==> src/rtl/core/assert_macros.svh <==
// Assertion macros shared by the page frame allocator RTL.
// Included by the modules that carry concurrent checks; needs clk_i and rst_ni in scope.
`ifndef ASSERT_MACROS_SVH
`define ASSERT_MACROS_SVH

`ifndef SYNTH
`define PFA_ASSERT(name, prop) \
  name: assert property (@(posedge clk_i) disable iff (!rst_ni) prop) \
    else $error("pfa assertion failed");
`define PFA_ASSERT_NEVER(name, expr) \
  name: assert property (@(posedge clk_i) disable iff (!rst_ni) !(expr)) \
    else $error("pfa forbidden condition seen");
`else
`define PFA_ASSERT(name, prop)
`define PFA_ASSERT_NEVER(name, expr)
`endif

`endif

==> src/rtl/core/pfa_pkg.sv <==
// Package for the page frame allocator: sizes, codes and transfer structs.
// No dependencies; used by every module of the block.
`timescale 1ns / 1ps

package pfa_pkg;

  localparam int unsigned AddrW     = 56;
  localparam int unsigned PageShift = 12;
  localparam int unsigned NumPages  = 4096;
  localparam int unsigned Reserved  = 1;
  localparam int unsigned ResvClamp = (Reserved > NumPages) ? NumPages : Reserved;
  localparam int unsigned InitTop   = NumPages - ResvClamp;
  localparam int unsigned PageIdxW  = $clog2(NumPages);
  localparam int unsigned TopW      = $clog2(NumPages + 1);
  localparam int unsigned FrameW    = AddrW - PageShift;
  localparam int unsigned FifoDepth = 2;
  localparam int unsigned FifoPtrW  = $clog2(FifoDepth);
  localparam int unsigned FifoCntW  = $clog2(FifoDepth + 1);

  localparam logic [AddrW-1:0] RegionBaseRst = AddrW'(64'h8000_0000);

  typedef enum logic {
    CMD_ALLOC = 1'b0,
    CMD_FREE  = 1'b1
  } cmd_e;

  typedef enum logic [1:0] {
    ST_OK          = 2'd0,
    ST_EMPTY       = 2'd1,
    ST_BAD_ADDRESS = 2'd2,
    ST_DOUBLE_FREE = 2'd3
  } status_e;

  typedef enum logic [1:0] {
    OP_ALLOC = 2'd0,
    OP_FREE  = 2'd1,
    OP_BAD   = 2'd2
  } op_kind_e;

  typedef struct packed {
    cmd_e             command;
    logic [AddrW-1:0] address;
  } pfa_req_t;

  typedef struct packed {
    status_e          status;
    logic [AddrW-1:0] page_address;
  } pfa_rsp_t;

  // Classified request handed from the front to the back
  typedef struct packed {
    op_kind_e            kind;
    logic [PageIdxW-1:0] idx;
  } pfa_op_t;

endpackage

==> src/rtl/core/pfa_front.sv <==
// Front of the allocator: request intake, region base register and address checks.
// Depends on pfa_pkg; feeds pfa_op_fifo.
`timescale 1ns / 1ps

module pfa_front (
  input  logic                      clk_i,
  input  logic                      rst_ni,
  input  logic                      push_i,
  input  pfa_pkg::pfa_req_t         req_i,
  output logic                      full_o,
  input  logic                      cfg_we_i,
  input  logic [pfa_pkg::AddrW-1:0] cfg_wdata_i,
  input  logic                      fifo_full_i,
  input  logic                      init_busy_i,
  output logic                      op_push_o,
  output pfa_pkg::pfa_op_t          op_o,
  output logic [pfa_pkg::AddrW-1:0] region_base_o
);
  import pfa_pkg::*;

  logic [AddrW-1:0]  region_base_q;
  logic [AddrW:0]    diff;
  logic [FrameW-1:0] frame;
  logic              below_base, out_of_range, misaligned;

  // Hold off requests while the memories are being set up
  assign full_o    = fifo_full_i | init_busy_i;
  assign op_push_o = push_i && !full_o;

  assign diff         = {1'b0, req_i.address} - {1'b0, region_base_q};
  assign below_base   = diff[AddrW];
  assign frame        = diff[AddrW-1:PageShift];
  assign out_of_range = (frame >= FrameW'(NumPages));
  assign misaligned   = |req_i.address[PageShift-1:0];

  always_comb begin
    op_o.idx = frame[PageIdxW-1:0];
    if (req_i.command == CMD_ALLOC) begin
      op_o.kind = OP_ALLOC;
    end else if (misaligned || below_base || out_of_range) begin
      op_o.kind = OP_BAD;
    end else begin
      op_o.kind = OP_FREE;
    end
  end

  always_ff @(posedge clk_i or negedge rst_ni) begin
    if (!rst_ni) begin
      region_base_q <= RegionBaseRst;
    end else if (cfg_we_i) begin
      region_base_q <= cfg_wdata_i;
    end
  end

  assign region_base_o = region_base_q;

endmodule

==> config.mk <==
export PLATFORM = sky130hd
export DESIGN_NAME = pfa_front
export DESIGN_NICKNAME = d
export VERILOG_FILES = /design/src/rtl/core/assert_macros.svh /design/src/rtl/core/pfa_pkg.sv /design/src/rtl/core/pfa_front.sv
export SDC_FILE = /design/constraint.sdc
export NUM_CORES = 1
export LEC_CHECK = 0
export BUFFER_PORTS_ARGS = -buffer_cell sky130_fd_sc_hd__buf_2
export CAP_MARGIN = 20
export CORE_ASPECT_RATIO = 0.75
export CORE_MARGIN = 4
export CORE_UTILIZATION = 57
export DETAILED_ROUTE_END_ITERATION = 6
export GPL_TIMING_DRIVEN = 0
export MAX_ROUTING_LAYER = met4
export PLACE_DENSITY = 0.92
export SKIP_CTS_REPAIR_TIMING = 1
export SLEW_MARGIN = 20
export SYNTH_ARGS = -nofsm -noshare
export SYNTH_HDL_FRONTEND = slang
export SYNTH_SLANG_ARGS = --single-unit
==> constraint.sdc <==
create_clock -name clk_i -period 10.9 [get_ports clk_i]
set_clock_uncertainty 0.2 [all_clocks]
set_input_delay 2.18 -clock clk_i [delete_from_list [all_inputs] [get_ports clk_i]]
set_output_delay 2.18 -clock clk_i [all_outputs]
set_load 0.02 [all_outputs]
# ---- Word level (Yosys, flattened, before mapping)
# Index checks and enable logic that the tools add are counted.
dict set report word_totals {
  regBits 56
  in_bits 119
  output_inout_bits 72
}
dict set report classes {
  add_sub_neg 1
  n_lt_le_gt_ge 1
  muxes 2
  bitwise_logic 1
  reduce_logical 5
}
# op n
set op_table {}
lappend op_table {{subtractor 56 x 56 -> 57 bit} 1}
lappend op_table {{>= comparator 44 x 13 -> 1 bit, second input constant} 1}
lappend op_table {{OR reduction 12 bit} 1}
lappend op_table {{two-way mux 2 bit} 2}
lappend op_table {{logical OR 1 bit} 2}
lappend op_table {{logical AND 1 bit} 1}
lappend op_table {{zero test 1 bit} 1}
lappend op_table {{OR 1 bit} 1}

# ---- Depth between registers and ports, before layout
dict set report logic_depth {
  depth_word 5
  ltp_mapped 14
}

# ---- Worst setup path before layout
# No wires, ideal clock.
dict set report synth_timing {
  kind {input to output}
  from {in req_i[8] (netlist bit)}
  to {out op_o[12] (netlist bit)}
  arrival_time_ns 5.268
  t_required_ns 8.520
  slack_ns 3.252
  path_stages 13
  path_buffers 1
  cell_sequence {ha_1 > buf_2 > and4_1 > nand3_1 > or4_1 > a31oi_2 > xor2_1 > a211o_1 > or4_1 > o311ai_1 > or4_1 > nor4b_2 > and2_1}
}
# item line
set synth_rtl {}
lappend synth_rtl {{from (decl)} pfa_front.sv:9} ;# input pfa_pkg::pfa_req_t req_i,
lappend synth_rtl {{to (decl)} pfa_front.sv:16} ;# output pfa_pkg::pfa_op_t op_o,

==> summary.md <==
| Metric | Value |
|---|---|
| Highest-count cells in the layout ignoring fill and taps | 199 x buf_2, 116 x nand2_1, 101 x o21ai_0, 81 x a21oi_1, 72 x inv_1 |
| Synth warnings | 0 |
| Final Cycle Share | about four fifths |
| Critical Path AT | approximately 6300 ps |
| CP delay by family, top | simple AND/OR/NAND/NOR gates |
| Routed via count | slightly above 7000 |
| Register area share after synthesis | 23.2% |
| Hold Path Class | flop to flop |
| Die width | 127 um |
| Syn Nets | 1000 |
| Worst path bufs/invs | 3 |
| DR DRC count | 0 |
| TritonCTS Buffers | 5 |
| Top cell type's share of synthesized area | a little under a quarter |
| Outcome | complete, no violations |
| Final slew viol count | 0 |
| Layout cells sized above 1 | 23.7% |
| DR top layer | met4 |
| Root buffer cell | clkbuf_16 |
| Metal-1 WL | around 9.9 mm |
| Syn Inst Count | 826 |
| RSZ-0062 raised after global routing | false |
| Yosys reg bits | 56 |
| Die ar. | around 12000 um2 |
| CP Cell Sequence | buf_2, ha_1, buf_6, a21oi_1, o211ai_1, a21oi_1, nor2_1, a21oi_1, nand2b_1, xnor2_1, or4_1, or4_1, nor4b_2, and2_1, buf_2 |
| Final core occ | roughly 71% |
| Die Ht | between 90 and 100 um |
| Setup TNS | 0 ps |
| Global-route wire length before repair | about 34 mm |
| Clk_lat worst skew | 310 ps |
| Area contributors post-synth | dfrtp_1 23%, ha_1 11%, o21ai_0 8.4% |
| Fmax | 116 MHz |
| GP Congestion | 1.03 |
| Worst-path clk slew | 80 ps |
| Crit path largest cell delay | 600 ps |
| Largest register FFs | 56 |
| Vias in the first global route | between 6000 and 7000 |
| Fin. Hold Viols | 0 |
| Placed inst area | slightly above 7000 um2 |
| CP Launch Type | input port |
| Slew HR | 43.2% |
| Ports | approximately 190 |
| FFs w/ async S/R, synth | 100% |
| Max-Cap Viols | 0 |
| Final Setup Violations | 0 |
| Wire length on met2 | approximately 8.7 mm |
| Global Route Usage Sum | roughly a third |
| Row Count | 32 |
| Most frequent CP cell | a21oi_1 |
| Worst-path fanout max | 8 |
| Clock Sinks | 56 |
| Vias per inst | 6.23 |
| Global route overflow | 0 |
| H-tree depth | 2 |
| Initial Utilization | between 50% and 60% |
| CTS tree | yes |
| Largest net degree at the start of global routing | 57 |
| Library cells used by synthesis | 75 |
| Syn Area/Cell | 7.31 um2 |
| Area delta synth->final | 21.0% |
| Pwr Density | ~120 nW/um2 |
| Mapped Area | 6040 um2 |
| Longest Clk Path Bufs | 2 |
| Post-layout min period | 8660 ps |
| Pre-antenna DRT Iters | 6 |
| Post-DP HPWL | 18.0 mm |
| Ant. Diodes | 0 |
| Leak Pwr | roughly 3.4 nW |
| Top FF cell, synth | dfrtp_1 |
| Post-synth top area cell | dfrtp_1 |
| Worst IR Drop VDD | 68.8 uV |
| Wire per inst | ~19 um |
| DR iter-0 viols | roughly 850 |
| Drt total wl | about 22 mm |
| Port bufs | approximately 190 |
| WP data required | approximately 8500 ps |
| Slowest cell on crit path | or4_1 |
| Crit Path Class | input port to output pin |
| Worst slew pin tran | 852 ps |
| Antenna Nets Post-Route | 0 |
| Crit end category | output pin |
| Design area | about 7300 um2 |
| Final nets | 1196 |
| Initial antenna violation count | 0 |
| Number of synthesized flops with an enable pin | 0 |
| WL met3 | around 2.8 mm |
| Commonest non-fill, non-tap cell in the layout | buf_2 |
| Core area | 10300 um2 |
-- cell usage after synthesis, types with 5 or more instances --
cell type	n
xnor2_1	11
a211oi_1	8
nor3_1	13
o211ai_1	11
ha_1	55
nor2_1	46
xor2_1	13
dfrtp_1	55
o21ai_1	9
nor4_1	7
o21a_1	13
nand4_1	28
clkbuf_1	22
inv_1	72
nand3_1	20
nand2_1	116
o21bai_1	10
o31ai_1	7
mux2i_1	5
a21o_1	7
o21ai_0	101
buf_2	11
o221ai_1	7
or4_1	5
a21oi_1	81
-- worst paths after layout --
check,end,from,slack [ps],cells past startpoint
worst min register to register,region_base_o[46],region_base_o[46],360,2
worst min-delay path,region_base_o[46],region_base_o[46],360,2
max in group asynchronous,region_base_o[27],rst_ni,8280,1
worst max register to register,region_base_o[31],region_base_o[31],9830,2
min in group asynchronous,region_base_o[13],rst_ni,1740,1
worst max-delay path,op_o[12],req_i[18],2240,15
-- kinds of logic after synthesis --
logic type,share of synthesized area (%)
adders and majority gates,11.4
buffers and inverters,7.50
and+or+nand+nor,21.8
AOI/OAI and AO/OA,31.4
DFF,23.2
muxes,1.20
xor gates and xnor gates,3.48
-- area by class of cell --
cell class	instances	area [um2]
Multi-Input combinational cell	660	4180
Fill cell	895	3030
Sequential cell	56	1400
Timing Repair Buffer	189	948
Inverter	72	270
Buffer	38	183
Tap cell	136	170
Clock buffer	5	125
Clock inverter	3	21.3
-- metrics by stage --
step / setup slack, ps / hold slack (ps) / cells / power [mW]
after detailed placement: 2410 / 353 / 1151 / 0.723
after floorplan: 3250 / 339 / 826 / 0.569
after CTS: 2390 / 369 / 1159 / 0.893
after global placement: 2420 / 308 / 1151 / 0.717
final: 2240 / 363 / 1159 / 0.906
after global routing: 2020 / 383 / 1159 / 0.959
-- power breakdown --
| part | leakage [nW] | total [mW] | internal (mW) | switching [mW] |
|---|---|---|---|---|
| Clock | 0.0702 | 0.170 | 0.0860 | 0.0844 |
| Combinational | 2.69 | 0.499 | 0.172 | 0.327 |
| Sequential | 0.678 | 0.236 | 0.226 | 0.00995 |
-- worst reg2reg max path, cell delays in order (launching register included) --
cell and delay [ps]:
dfstp_2 540, inv_1 60, o21ai_0 190
-- routing by layer --
metal	track usage [%]	vias up
met5	-	-
met4	7.25	0
met3	9.23	30
met2	47.1	449
met1	52.0	3336
li1	-	3406
(Power assumes the default switching activity.)
