--- config.mk ---
export PLATFORM = sky130hd
export DESIGN_NAME = pfa_op_fifo
export DESIGN_NICKNAME = d
export VERILOG_FILES = /design/src/rtl/core/assert_macros.svh /design/src/rtl/core/pfa_pkg.sv /design/src/rtl/core/pfa_op_fifo.sv
export SDC_FILE = /design/constraint.sdc
export NUM_CORES = 1
export LEC_CHECK = 0
export BUFFER_PORTS_ARGS = -buffer_cell sky130_fd_sc_hd__buf_2
export CORE_MARGIN = 5
export CORE_UTILIZATION = 38
export CTS_CLUSTER_DIAMETER = 30
export DETAILED_ROUTE_END_ITERATION = 10
export GPL_TIMING_DRIVEN = 0
export PLACE_DENSITY = 0.64
export RECOVER_POWER = 100
export SLEW_MARGIN = 20
export SYNTH_ARGS = -nofsm -noshare
export SYNTH_HDL_FRONTEND = slang
export SYNTH_SLANG_ARGS = --single-unit
--- constraint.sdc ---
create_clock -name clk_i -period 4.5 [get_ports clk_i]
set_input_delay 0.9 -clock clk_i [delete_from_list [all_inputs] [get_ports clk_i]]
set_output_delay 0.9 -clock clk_i [all_outputs]
set_load 0.005 [all_outputs]
--- src/rtl/core/assert_macros.svh ---
// Assertion macros shared by the page frame allocator RTL.
// Included by the modules that carry concurrent checks; needs clk_i and rst_ni in scope.
`ifndef ASSERT_MACROS_SVH
`define ASSERT_MACROS_SVH

`ifndef SYNTH
`define PFA_ASSERT(name, prop) \
  name: assert property (@(posedge clk_i) disable iff (!rst_ni) prop) \
    else $error("pfa assertion failed");
`define PFA_ASSERT_NEVER(name, expr) \
  name: assert property (@(posedge clk_i) disable iff (!rst_ni) !(expr)) \
    else $error("pfa forbidden condition seen");
`else
`define PFA_ASSERT(name, prop)
`define PFA_ASSERT_NEVER(name, expr)
`endif

`endif

--- src/rtl/core/pfa_pkg.sv ---
// Package for the page frame allocator: sizes, codes and transfer structs.
// No dependencies; used by every module of the block.
`timescale 1ns / 1ps

package pfa_pkg;

  localparam int unsigned AddrW     = 56;
  localparam int unsigned PageShift = 12;
  localparam int unsigned NumPages  = 4096;
  localparam int unsigned Reserved  = 1;
  localparam int unsigned ResvClamp = (Reserved > NumPages) ? NumPages : Reserved;
  localparam int unsigned InitTop   = NumPages - ResvClamp;
  localparam int unsigned PageIdxW  = $clog2(NumPages);
  localparam int unsigned TopW      = $clog2(NumPages + 1);
  localparam int unsigned FrameW    = AddrW - PageShift;
  localparam int unsigned FifoDepth = 2;
  localparam int unsigned FifoPtrW  = $clog2(FifoDepth);
  localparam int unsigned FifoCntW  = $clog2(FifoDepth + 1);

  localparam logic [AddrW-1:0] RegionBaseRst = AddrW'(64'h8000_0000);

  typedef enum logic {
    CMD_ALLOC = 1'b0,
    CMD_FREE  = 1'b1
  } cmd_e;

  typedef enum logic [1:0] {
    ST_OK          = 2'd0,
    ST_EMPTY       = 2'd1,
    ST_BAD_ADDRESS = 2'd2,
    ST_DOUBLE_FREE = 2'd3
  } status_e;

  typedef enum logic [1:0] {
    OP_ALLOC = 2'd0,
    OP_FREE  = 2'd1,
    OP_BAD   = 2'd2
  } op_kind_e;

  typedef struct packed {
    cmd_e             command;
    logic [AddrW-1:0] address;
  } pfa_req_t;

  typedef struct packed {
    status_e          status;
    logic [AddrW-1:0] page_address;
  } pfa_rsp_t;

  // Classified request handed from the front to the back
  typedef struct packed {
    op_kind_e            kind;
    logic [PageIdxW-1:0] idx;
  } pfa_op_t;

endpackage

--- src/rtl/core/pfa_op_fifo.sv ---
// Short queue of classified requests between the front and the back.
// Depends on pfa_pkg.
`timescale 1ns / 1ps

module pfa_op_fifo (
  input  logic              clk_i,
  input  logic              rst_ni,
  input  logic              push_i,
  input  pfa_pkg::pfa_op_t  op_i,
  output logic              full_o,
  input  logic              pop_i,
  output logic              valid_o,
  output pfa_pkg::pfa_op_t  op_o
);
  import pfa_pkg::*;

  pfa_op_t             entry_q [FifoDepth];
  logic [FifoPtrW-1:0] wr_ptr_q, wr_ptr_d;
  logic [FifoPtrW-1:0] rd_ptr_q, rd_ptr_d;
  logic [FifoCntW-1:0] cnt_q, cnt_d;
  logic                do_push, do_pop;

  assign full_o  = (cnt_q == FifoCntW'(FifoDepth));
  assign valid_o = (cnt_q != '0);
  assign op_o    = entry_q[rd_ptr_q];
  assign do_push = push_i && !full_o;
  assign do_pop  = pop_i && valid_o;

  always_comb begin
    wr_ptr_d = wr_ptr_q;
    rd_ptr_d = rd_ptr_q;
    cnt_d    = cnt_q;
    if (do_push) begin
      wr_ptr_d = (wr_ptr_q == FifoPtrW'(FifoDepth - 1)) ? '0 : wr_ptr_q + FifoPtrW'(1);
    end
    if (do_pop) begin
      rd_ptr_d = (rd_ptr_q == FifoPtrW'(FifoDepth - 1)) ? '0 : rd_ptr_q + FifoPtrW'(1);
    end
    if (do_push && !do_pop) begin
      cnt_d = cnt_q + FifoCntW'(1);
    end else if (do_pop && !do_push) begin
      cnt_d = cnt_q - FifoCntW'(1);
    end
  end

  always_ff @(posedge clk_i or negedge rst_ni) begin
    if (!rst_ni) begin
      wr_ptr_q <= '0;
      rd_ptr_q <= '0;
      cnt_q    <= '0;
    end else begin
      wr_ptr_q <= wr_ptr_d;
      rd_ptr_q <= rd_ptr_d;
      cnt_q    <= cnt_d;
    end
  end

  always_ff @(posedge clk_i) begin
    if (do_push) begin
      entry_q[wr_ptr_q] <= op_i;
    end
  end

endmodule

Word-level counts from Yosys, hierarchy flattened --
Memory sizes are Yosys's and may differ from the RTL's. Cells that the tools add are included.
Storage, ports and cells: register bits after elaboration 4, RAM bits 28, input port bits 18, output and inout port bits 16, logic and storage cells 24, memories kept 1
Memory list:
- entry_q | depth 2, width 14, rd ports 1, clocked after memory_dff 0, write ports 1, RTL line pfa_op_fifo.sv:17 | pfa_op_t entry_q [FifoDepth];
Operators by class: add/subtract/negate cells 4, eq/ne operators 1, muxes and demuxes 6, reductions and logical operators 9
Operator list (number):
- logical AND 1 bit | 4
- two-way mux 1 bit | 4
- two-way mux 2 bit | 2
- nonzero test 2 bit | 2
- zero test 1 bit | 3
- adder 1 bit, second input constant | 2
- adder 2 x 1 -> 2 bit, second input constant | 1
- equality test 2 bit, second input constant | 1
- subtractor 2 x 1 -> 2 bit, second input constant | 1

Logic depth before layout (Yosys ltp) --
Gate-level depths: netlist (run 1).
word-level depth 7, gate-level depth with buffers 7, depth with buffers taken out 7

Worst setup path after synthesis (run 1) --
Ideal clock, no wire load.
path kind input to register, start input push_i, end memory entry_q[0][0] (netlist name) (enable), setup time 0.384 ns, data arrival time 1.600 ns, data required time 4.116 ns, path slack 2.516 ns, cell stages on the path 2, buffers on the path 0, cells stage by stage nand2_1 > nor2_1
On the way: longest elaborated chain between the ends 3
Ends and longest elaborated chain:
- from (decl) | RTL line pfa_op_fifo.sv:8 | input logic push_i,
- logical AND 1 bit | RTL line pfa_op_fifo.sv:26 | assign do_push = push_i && !full_o;
- two-way mux 1 bit | RTL line pfa_op_fifo.sv:59 | if (do_push) begin
- two-way mux 1 bit (not written as such) | RTL line pfa_op_fifo.sv:60 | entry_q[wr_ptr_q] <= op_i;
- to (decl) | RTL line pfa_op_fifo.sv:17
Every way passes these cells.

==> impl_metrics.py, run 1 <==
metrics = {
    "synthesis": {
        "yosysWarningCount": 0,
        "synth_cell_types": 16,
        "ys_seq_area_frac": 0.7446,
        "synth-xor-area-share": 0.03465,
        "synthMuxAreaShare": 0.1515,
        "ys_ff_latch": 32,
        "avgSynthCellArea_um2": 20.06,
        "synth_nets": 82,
        "synthSimpleGateAreaFrac": 0.02871,
        "synthAdderAreaFrac": 0.009901,
        "synth_cells": 63,
        "synth-compound-area-share": 0,
        "syn_area_um2": 1264,
        "synth_top_family_by_area": "multiplexers",
    },
    "layout": {
        "nets": 122,
        "insertedDiodeCount": 0,
        "final_util": 0.4571,
        "areaGrowthSynthToFinish_pct": 18.81,
        "layoutNonFillerInstCount": 150,
        "final_common_cell": "edfxtp_1",
        "final_cell_mix": "edfxtp_1 (28), buf_2 (23), clkbuf_1 (11)",
        "drive_above_1_share": 0.3750,
        "stdcell_area_um2": 1501,
    },
    "place": {
        "dp.cells": 142,
        "placed_area_um2": 1489,
        "io_buffers": 33,
        "dp_slack_ns": 2.419,
        "gp_congestion": 0.7186,
        "hpwlAfterDp_um": 1333,
    },
    "cts": {
        "clkSinkCount": 32,
        "cts-hold-fix-buffers": 0,
        "cts_root_buf": "clkbuf_4",
        "cts_buffer_depth": 2,
        "cts_setup_buffers": 0,
        "cts_inserted_buffers": 5,
        "tritoncts": "yes",
        "clk_pin_slew_ns": 0.11,
        "insertion_delay_ns": 0.33,
        "htreeDepth": 2,
        "cts-resized-gates": 0,
    },
    "floorplanning": {
        "coreArea_um2": 3284,
        "io_pins": 34,
        "dieArea_um2": 4579,
        "start_util": 0.3848,
        "die_width_um": 67.67,
        "placement_rows": 21,
        "die_height_um": 67.67,
    },
    "timing": {
        "hold_viol": 0,
        "hold_ws_ns": 0.3828,
        "post-route-min-period_ns": 2.892,
        "layout_setup_ws_ns": 1.608,
        "rsz0062_at_grt": "no",
        "skew_ns": 0.01132,
        "period_share": 0.6426,
        "worst_slew_pin_slew_ns": 1.182,
        "tns_ns": 0,
        "slew_violations": 0,
        "setup_viol": 0,
        "relSlewSlack": 0.2093,
        "max_freq_mhz": 345.8,
    },
    "grt": {
        "antenna_found_initial": 0,
        "grt_start_max_net_pins": 15,
        "grt_overflow": 0,
        "track_usage": 0.09280,
        "grt_pass1_wl_um": 2925,
        "grt_pass1_vias": 637,
    },
    "status": {
        "status": "completed",
    },
    "worst_hold_path": {
        "holdCritPathClass": "input pin to asynchronous set/reset pin",
    },
    "pwr": {
        "power_uw": 920.9,
        "power_density_nw_per_um2": 613.3,
        "p_leak_nw": 0.5734,
        "ir_drop_uv": 272.2,
    },
    "drt": {
        "wl_per_cell_um": 12.60,
        "viasPerCell": 4.260,
        "drc": 0,
        "drt_iter0_drc": 9,
        "firstDrtPassIters": 4,
        "postRouteAntennaNets": 0,
        "wl_um": 1890,
        "vias": 639,
    },
    "critical_path": {
        "critical_path.startpoint_type": "flop",
        "path_max_fanout": 10,
        "reg2reg_depth": 3,
        "worstSetupPathType": "flop to primary output",
        "end_kind": "primary output",
        "reg2reg_slack_ns": 2.55,
        "worstPathArrival_ns": 1.99,
        "crit_required_ns": 3.60,
    },
    "job": {
        "maxCapViolations": 0,
    },
}
## power breakdown
group          switching (mW)  total (mW)  internal (mW)
registers              0.0241       0.436          0.412
logic                   0.140       0.271          0.132
clock network          0.0978       0.214          0.116
total                   0.262       0.921          0.659
## Yosys cell counts
library cell  instances  area, µm²
edfxtp_1             28      840.8
mux2_4                9      135.1
mux2_2                5      56.30
dfrtp_1               4      100.1
xnor2_1               3      26.28
inv_1                 2      7.510
nor2_1                2      7.510
xor2_1                2      17.52
and3_1                1      6.260
buf_12                1      20.02
buf_6                 1      11.26
ha_1                  1      12.51
nand2_1               1      3.750
nand2_2               1      6.260
nand2b_1              1      6.260
or2_1                 1      6.260
## routing by layer
layer  vias to the layer above  part of all wire  track usage
met4                         0             0.020      0.05316
met1                       300              0.39       0.1016
met3                         4             0.084      0.04659
li1                        312                 -            -
met2                        23              0.50       0.1446
met5                         -                 0            0
## sequential cells by signal, summed over array words and instances, names as in the netlist
register  count
rd_ptr_q      1
cnt_q         2
wr_ptr_q      1
entry_q      28
## worst paths after layout
check | to | startpoint
setup / recovery | op_o[8] | rd_ptr_q$_DFFE_PN0P_
hold / removal | wr_ptr_q$_DFFE_PN0N_ | rst_ni
setup reg to reg | entry_q[0][5]$_DFFE_PP_ | cnt_q[0]$_DFFE_PN0P_
hold reg to reg | cnt_q[1]$_DFFE_PN0P_ | cnt_q[1]$_DFFE_PN0P_
max in group asynchronous | rd_ptr_q$_DFFE_PN0P_ | rst_ni
min in group clk_i | cnt_q[1]$_DFFE_PN0P_ | cnt_q[1]$_DFFE_PN0P_
## logic make-up after synthesis
group | count (synthesis)
buf+inv | 4
fa+ha+maj | 1
mux | 14
flops | 32
simple gates | 7
xor+xnor | 5
## worst max-delay path: stages, from the launching register on
cell and delay (ns):
dfrtp_1 0.34, clkbuf_1 0.27, clkbuf_1 0.54, mux2_1 0.39
buf_2 0.14
## cell type report
cell class                 count  area, µm²
buffer                         2      7.507
clock buffer                   5      37.54
clock inverter                 3      42.54
fill                         306       1783
inverter                       2      7.507
multi-input combinational     27      254.0
sequential                    32      940.9
tap                           46      57.56
timing repair buffer          33      153.9
Power figures use the tool's default switching activity.
==> inputs of run 2 (changes only) <==
--- a/config.mk
+++ b/config.mk
@@ -11,7 +11,7 @@
 export CTS_CLUSTER_DIAMETER = 30
 export DETAILED_ROUTE_END_ITERATION = 10
 export GPL_TIMING_DRIVEN = 0
-export PLACE_DENSITY = 0.64
+export PLACE_DENSITY = 0.66
 export RECOVER_POWER = 100
 export SLEW_MARGIN = 20
 export SYNTH_ARGS = -nofsm -noshare
==> constraint.sdc (replaced) <==
create_clock -name clk_i -period 2.6 [get_ports clk_i]
set_input_delay 0.52 -clock clk_i [delete_from_list [all_inputs] [get_ports clk_i]]
set_output_delay 0.52 -clock clk_i [all_outputs]
set_load 0.005 [all_outputs]
==> run 2 against run 1 <==
Compared with the run above:
- sequential cell count is the same
- critical path type unchanged
- clock skew down 0.0036 ns
- register-to-register slack got worse by 2.0 ns
==> impl_metrics.py, run 2 (synthesis gave the netlist of run 1 again) <==
metrics = {
    "critical_path": {
        "crit_chain": "clkbuf_1, buf_12, mux2_1, buf_2",
        "r2r_start": "cnt_q[0]$_DFFE_PN0P_",
        "path_max_fanout": 10,
        "critPathMaxStageDelay_ns": 0.33,
        "worstPathArrival_ns": 1.62,
        "end_kind": "primary output",
        "cp_slowest_cell": "dfrtp_1",
        "crit_required_ns": 2.08,
        "crit_start": "rd_ptr_q$_DFFE_PN0P_",
        "worstSetupPathType": "flop to primary output",
        "critical_path.startpoint_type": "flop",
    },
    "timing": {
        "worst_slew_pin_slew_ns": 1.244,
        "tns_ns": 0,
        "slew_violations": 0,
        "max_freq_mhz": 468.0,
        "period_share": 0.8218,
        "relSlewSlack": 0.1678,
        "rsz0062_at_grt": "no",
        "post-route-min-period_ns": 2.137,
        "skew_ns": 0.007722,
        "setup_viol": 0,
        "hold_viol": 0,
    },
    "job": {
        "maxCapViolations": 0,
    },
    "grt": {
        "grt_pass1_wl_um": 2953,
        "antenna_found_initial": 0,
        "grt_pass1_vias": 635,
        "grt_overflow": 0,
        "track_usage": 0.09443,
        "grt_start_max_net_pins": 15,
    },
    "layout": {
        "drive_above_1_share": 0.3524,
        "regMostFlops": "entry_q",
        "areaGrowthSynthToFinish_pct": 20.40,
        "stdcell_area_um2": 1521,
        "nFillCells": 318,
        "largest_reg_flops": 28,
        "nets": 123,
        "seqCellArea_um2": 940.9,
        "final_util": 0.4632,
        "multi_input_area_um2": 265.3,
        "insertedDiodeCount": 0,
        "reg.largest.list": "entry_q: 28 flops, cnt_q: 2 flops",
        "final_common_cell": "edfxtp_1",
        "final_cell_mix": "edfxtp_1 (28), buf_2 (19), clkbuf_1 (16)",
    },
    "floorplanning": {
        "placement_rows": 21,
        "io_pins": 34,
        "coreArea_um2": 3284,
        "die_height_um": 67.67,
        "start_util": 0.3848,
        "die_width_um": 67.67,
        "dieArea_um2": 4579,
    },
    "drt": {
        "wl_per_cell_um": 13.11,
        "drt_iter0_drc": 29,
        "drc": 0,
        "vias": 667,
        "viasPerCell": 4.417,
        "postRouteAntennaNets": 0,
        "wl_um": 1980,
        "firstDrtPassIters": 3,
    },
    "status": {
        "status": "completed",
    },
    "worst_hold_path": {
        "hold_start": "op_i[8]",
        "holdCritPathClass": "input pin to flop",
    },
    "cts": {
        "cts_buffer_depth": 2,
        "tritoncts": "yes",
        "cts_root_buf": "clkbuf_4",
        "cts-resized-gates": 0,
        "insertion_delay_ns": 0.32,
        "clkSinkCount": 32,
        "cts_inserted_buffers": 5,
        "htreeDepth": 2,
        "clk_pin_slew_ns": 0.10,
    },
    "place": {
        "io_buffers": 33,
        "placed_area_um2": 1489,
        "gp_congestion": 0.6063,
    },
    "pwr": {
        "power_mw": 1.592,
        "ir_drop_uv": 461.8,
        "p_leak_nw": 0.5828,
        "power_density_nw_per_um2": 1046,
    },
}
## run 2: worst paths after layout
path                                            to  slack, ns  cells after the start
min                        entry_q[1][8]$_DFFE_PP_       0.38                      1
min reg2reg                   wr_ptr_q$_DFFE_PN0N_       0.50                      1
max                                       op_o[10]       0.46                      4
min in group asynchronous     cnt_q[0]$_DFFE_PN0P_       0.55                      2
max in group asynchronous     wr_ptr_q$_DFFE_PN0N_       1.86                      2
max reg2reg                entry_q[0][5]$_DFFE_PP_       0.59                      3
## run 2: final cells by class
| type | instances | area share |
|---|---|---|
| Sequential cell | 32 | 0.6184 |
| Multi-Input combinational cell | 27 | 0.1743 |
| Timing Repair Buffer | 34 | 0.1036 |
| Clock buffer | 8 | 0.04523 |
| Tap cell | 46 | 0.03783 |
| Buffer | 2 | 0.01562 |
| Inverter | 2 | 0.004934 |
## run 2: through the flow
stage	setup WS, ns	std cells	hold slack, ns
floorplan	0.9812	63	0.2244
global placement	0.5415	142	0.3299
detailed placement	0.8738	142	0.3315
CTS	0.6598	151	0.3620
global route	0.3325	151	0.3511
finish	0.4634	151	0.3791
## run 2: power by group
group          internal [mW]  switching [mW]
clock network          0.159           0.152
registers              0.713          0.0444
logic                  0.270           0.252
total                   1.14           0.449
## run 2: what timing repair did
item / in CTS / in global routing
setup buffers: 0 / 0
setup endpoints to repair: 0 / 0
hold buffers: 1 / 0
endpoints found under the hold margin: 4 / 0
## run 2: critical path: cells and delay by family, from the launching register on
| family | cells | cell delay, ns |
|---|---|---|
| muxes | 1 | 0.32 |
| buffers and inverters | 3 | 0.65 |
| DFF | 1 | 0.33 |
## run 2: metal layers
layer,global-route usage,vias up,part of all wire
met3,0.04659,8,0.083
met5,0,-,0
li1,-,315,-
met2,0.1482,23,0.51
met4,0.06076,0,0.026
met1,0.1001,321,0.38
==> inputs of run 3 (changes only) <==
--- a/config.mk
+++ b/config.mk
@@ -5,13 +5,14 @@
 export SDC_FILE = /design/constraint.sdc
 export NUM_CORES = 1
 export LEC_CHECK = 0
+export ABC_AREA = 1
 export BUFFER_PORTS_ARGS = -buffer_cell sky130_fd_sc_hd__buf_2
 export CORE_MARGIN = 5
 export CORE_UTILIZATION = 38
 export CTS_CLUSTER_DIAMETER = 30
 export DETAILED_ROUTE_END_ITERATION = 10
 export GPL_TIMING_DRIVEN = 0
-export PLACE_DENSITY = 0.66
+export PLACE_DENSITY = 0.64
 export RECOVER_POWER = 100
 export SLEW_MARGIN = 20
 export SYNTH_ARGS = -nofsm -noshare
==> constraint.sdc (replaced) <==
create_clock -name clk_i -period 2.2 [get_ports clk_i]
set_input_delay 0.44 -clock clk_i [delete_from_list [all_inputs] [get_ports clk_i]]
set_output_delay 0.44 -clock clk_i [all_outputs]
set_load 0.005 [all_outputs]
==> run 3 against run 2 <==
Compared with the run above:
- clock skew fell by 0.0037 ns
- clock power fell by 5%
- sequential power rose by 17%
- critical endpoint is now op_o[12]
- highest routed layer unchanged
==> impl_metrics.py, run 3 <==
metrics = {
    "synthesis": {
        "synth_edf_count": 28,
        "synth_top_area_cell": "edfxtp_1",
        "ys_top_cells_by_count": "nand2_1 (50), edfxtp_1 (28), inv_1 (5)",
        "ys.flop_type": "edfxtp_1",
        "synth_nets": 124,
        "yosysMostFrequentCell": "nand2_1",
        "avgSynthCellArea_um2": 12.09,
        "ys_ff_latch": 32,
        "synth_cell_types": 17,
        "ys_seq_area_frac": 0.7409,
        "synth_cells": 105,
        "yosysWarningCount": 0,
        "async_flop_share": 0.1250,
        "syn_area_um2": 1270,
        "yosys-top-cells-area": "edfxtp_1 (66%), nand2_1 (15%), dfrtp_1 (7.9%)",
        "synth_top_area_share": 0.6621,
    },
    "floorplanning": {
        "io_pins": 34,
        "die_width_um": 67.81,
        "start_util": 0.3867,
        "placement_rows": 21,
        "dieArea_um2": 4598,
        "coreArea_um2": 3284,
        "die_height_um": 67.81,
    },
    "pwr": {
        "ir_drop_uv": 607.9,
        "power_density_nw_per_um2": 1210,
        "p_leak_nw": 0.6693,
        "power_mw": 1.835,
    },
    "layout": {
        "stdcell_area_um2": 1516,
        "regMostFlops": "entry_q",
        "insertedDiodeCount": 0,
        "layoutNonFillerInstCount": 192,
        "final_common_cell": "nand2_1",
        "drive_above_1_share": 0.2329,
        "reg.largest.list": "entry_q: 28 flops, cnt_q: 2 flops",
        "nFillCells": 337,
        "areaGrowthSynthToFinish_pct": 19.41,
        "largest_reg_flops": 28,
        "final_cell_mix": "nand2_1 (52), edfxtp_1 (28), buf_2 (22)",
        "final_util": 0.4617,
        "nets": 165,
    },
    "critical_path": {
        "reg2reg_depth": 5,
        "worstPathArrival_ns": 1.40,
        "crit_start": "rd_ptr_q$_DFFE_PN0P_",
        "r2r-end": "entry_q[0][6]$_DFFE_PP_",
        "cp_slowest_cell": "dfrtp_1",
        "crit_chain": "buf_4, inv_4, clkbuf_2, nand2_1, nand2_1, buf_2",
        "cpMostUsedCell": "nand2_1",
        "r2r_start": "cnt_q[1]$_DFFE_PN0P_",
        "reg2reg_slack_ns": 0.55,
        "worstSetupEndpoint": "op_o[12]",
        "end_kind": "primary output",
        "critical_path.startpoint_type": "flop",
        "crit_required_ns": 1.76,
        "path_max_fanout": 10,
        "worstSetupPathType": "flop to primary output",
        "critPathMaxStageDelay_ns": 0.36,
    },
    "timing": {
        "relSlewSlack": 0.5051,
        "post-route-min-period_ns": 1.843,
        "tns_ns": 0,
        "slew_violations": 0,
        "period_share": 0.8376,
        "worst_slew_pin_slew_ns": 0.7415,
        "max_freq_mhz": 542.7,
        "hold_ws_ns": 0.2974,
        "skew_ns": 0.003984,
        "layout_setup_ws_ns": 0.3574,
        "hold_viol": 0,
        "rsz0062_at_grt": "no",
        "setup_viol": 0,
    },
    "grt": {
        "track_usage": 0.1180,
        "antenna_found_initial": 0,
        "grt_pass1_vias": 886,
        "grt_start_max_net_pins": 15,
        "grt_pass1_wl_um": 3808,
        "grt_overflow": 0,
    },
    "cts": {
        "cts_buffer_depth": 2,
        "cts_root_buf": "clkbuf_4",
        "insertion_delay_ns": 0.32,
        "clk_pin_slew_ns": 0.09,
        "htreeDepth": 2,
        "clkSinkCount": 32,
        "cts_inserted_buffers": 5,
        "tritoncts": "yes",
    },
    "drt": {
        "firstDrtPassIters": 4,
        "vias": 836,
        "drt_iter0_drc": 18,
        "postRouteAntennaNets": 0,
        "viasPerCell": 4.354,
        "drc": 0,
        "wl_per_cell_um": 11.89,
        "wl_um": 2282,
    },
    "place": {
        "io_buffers": 33,
        "hpwlAfterDp_um": 1616,
        "dp.cells": 184,
        "placed_area_um2": 1495,
        "dp_slack_ns": 0.5253,
        "gp_congestion": 0.6194,
    },
    "job": {
        "maxCapViolations": 0,
    },
    "worst_hold_path": {
        "holdCritPathClass": "input pin to flop",
    },
    "status": {
        "status": "completed",
    },
}
==> run 3: changes by cell type after synthesis, moves of 3 or more <==
cell	delta
mux2_4	-9
nand2_1	+49
mux2_2	-5
inv_1	+3
==> run 3: cells by family after synthesis <==
kind of cell    share of synthesized area
compound gates                   0.003937
xor+xnor                         0.006898
fa+ha+maj                        0.009851
buf+inv                           0.04631
flops                              0.7409
simple gates                       0.1921
==> run 3: final cells by class <==
cell class | instances | area [µm²] | share of cell area
repair buffers | 34 | 161.4 | 0.1064
well taps | 46 | 57.56 | 0.03795
flip-flops and latches | 32 | 940.9 | 0.6205
multi-input cells | 62 | 257.7 | 0.1700
plain buffers | 3 | 20.02 | 0.01320
clock inverters | 1 | 5.005 | 0.003300
clock buffers | 6 | 41.29 | 0.02723
inverters | 8 | 32.53 | 0.02145
==> run 3: how the worst min path moves through the flow <==
stage / start / endpoint / slack (ns) / depth (start not counted)
global route: op_i[7] / entry_q[1][7]$_DFFE_PP_ / 0.28 / 1
finish: op_i[10] / entry_q[0][10]$_DFFE_PP_ / 0.30 / 1
floorplan: rst_ni / cnt_q[0]$_DFFE_PN0P_ / 0.14 / 0
global placement: rst_ni / cnt_q[1]$_DFFE_PN0P_ / 0.25 / 1
detailed placement: rst_ni / cnt_q[1]$_DFFE_PN0P_ / 0.25 / 1
CTS: op_i[10] / entry_q[1][10]$_DFFE_PP_ / 0.28 / 1
==> run 3: critical path, delay by kind of cell (launching register included) <==
| kind | cells | cell delay [ns] |
|---|---|---|
| buffers and inverters | 4 | 0.57 |
| and+or+nand+nor | 2 | 0.15 |
| DFF | 1 | 0.36 |
==> run 3: where the power goes <==
part	switching, mW	internal (mW)	leakage [nW]	total (mW)
Combinational	0.409	0.247	0.333	0.656
Sequential	0.0479	0.837	0.308	0.885
Clock	0.176	0.117	0.0281	0.294
==> run 3: per-layer routing <==
| layer | track usage | routed length [µm] |
|---|---|---|
| met3 | 0.04926 | 194 |
| met5 | 0 | 0 |
| met2 | 0.2078 | 1141 |
| met1 | 0.1190 | 908 |
| met4 | 0.05955 | 39 |
==> run 3: timing repair <==
| item | in CTS | in global routing |
|---|---|---|
| gates resized for setup | 0 | 0 |
| endpoints found under the hold margin | 4 | 0 |
| setup buffers | 0 | 0 |
| hold buffers | 1 | 0 |
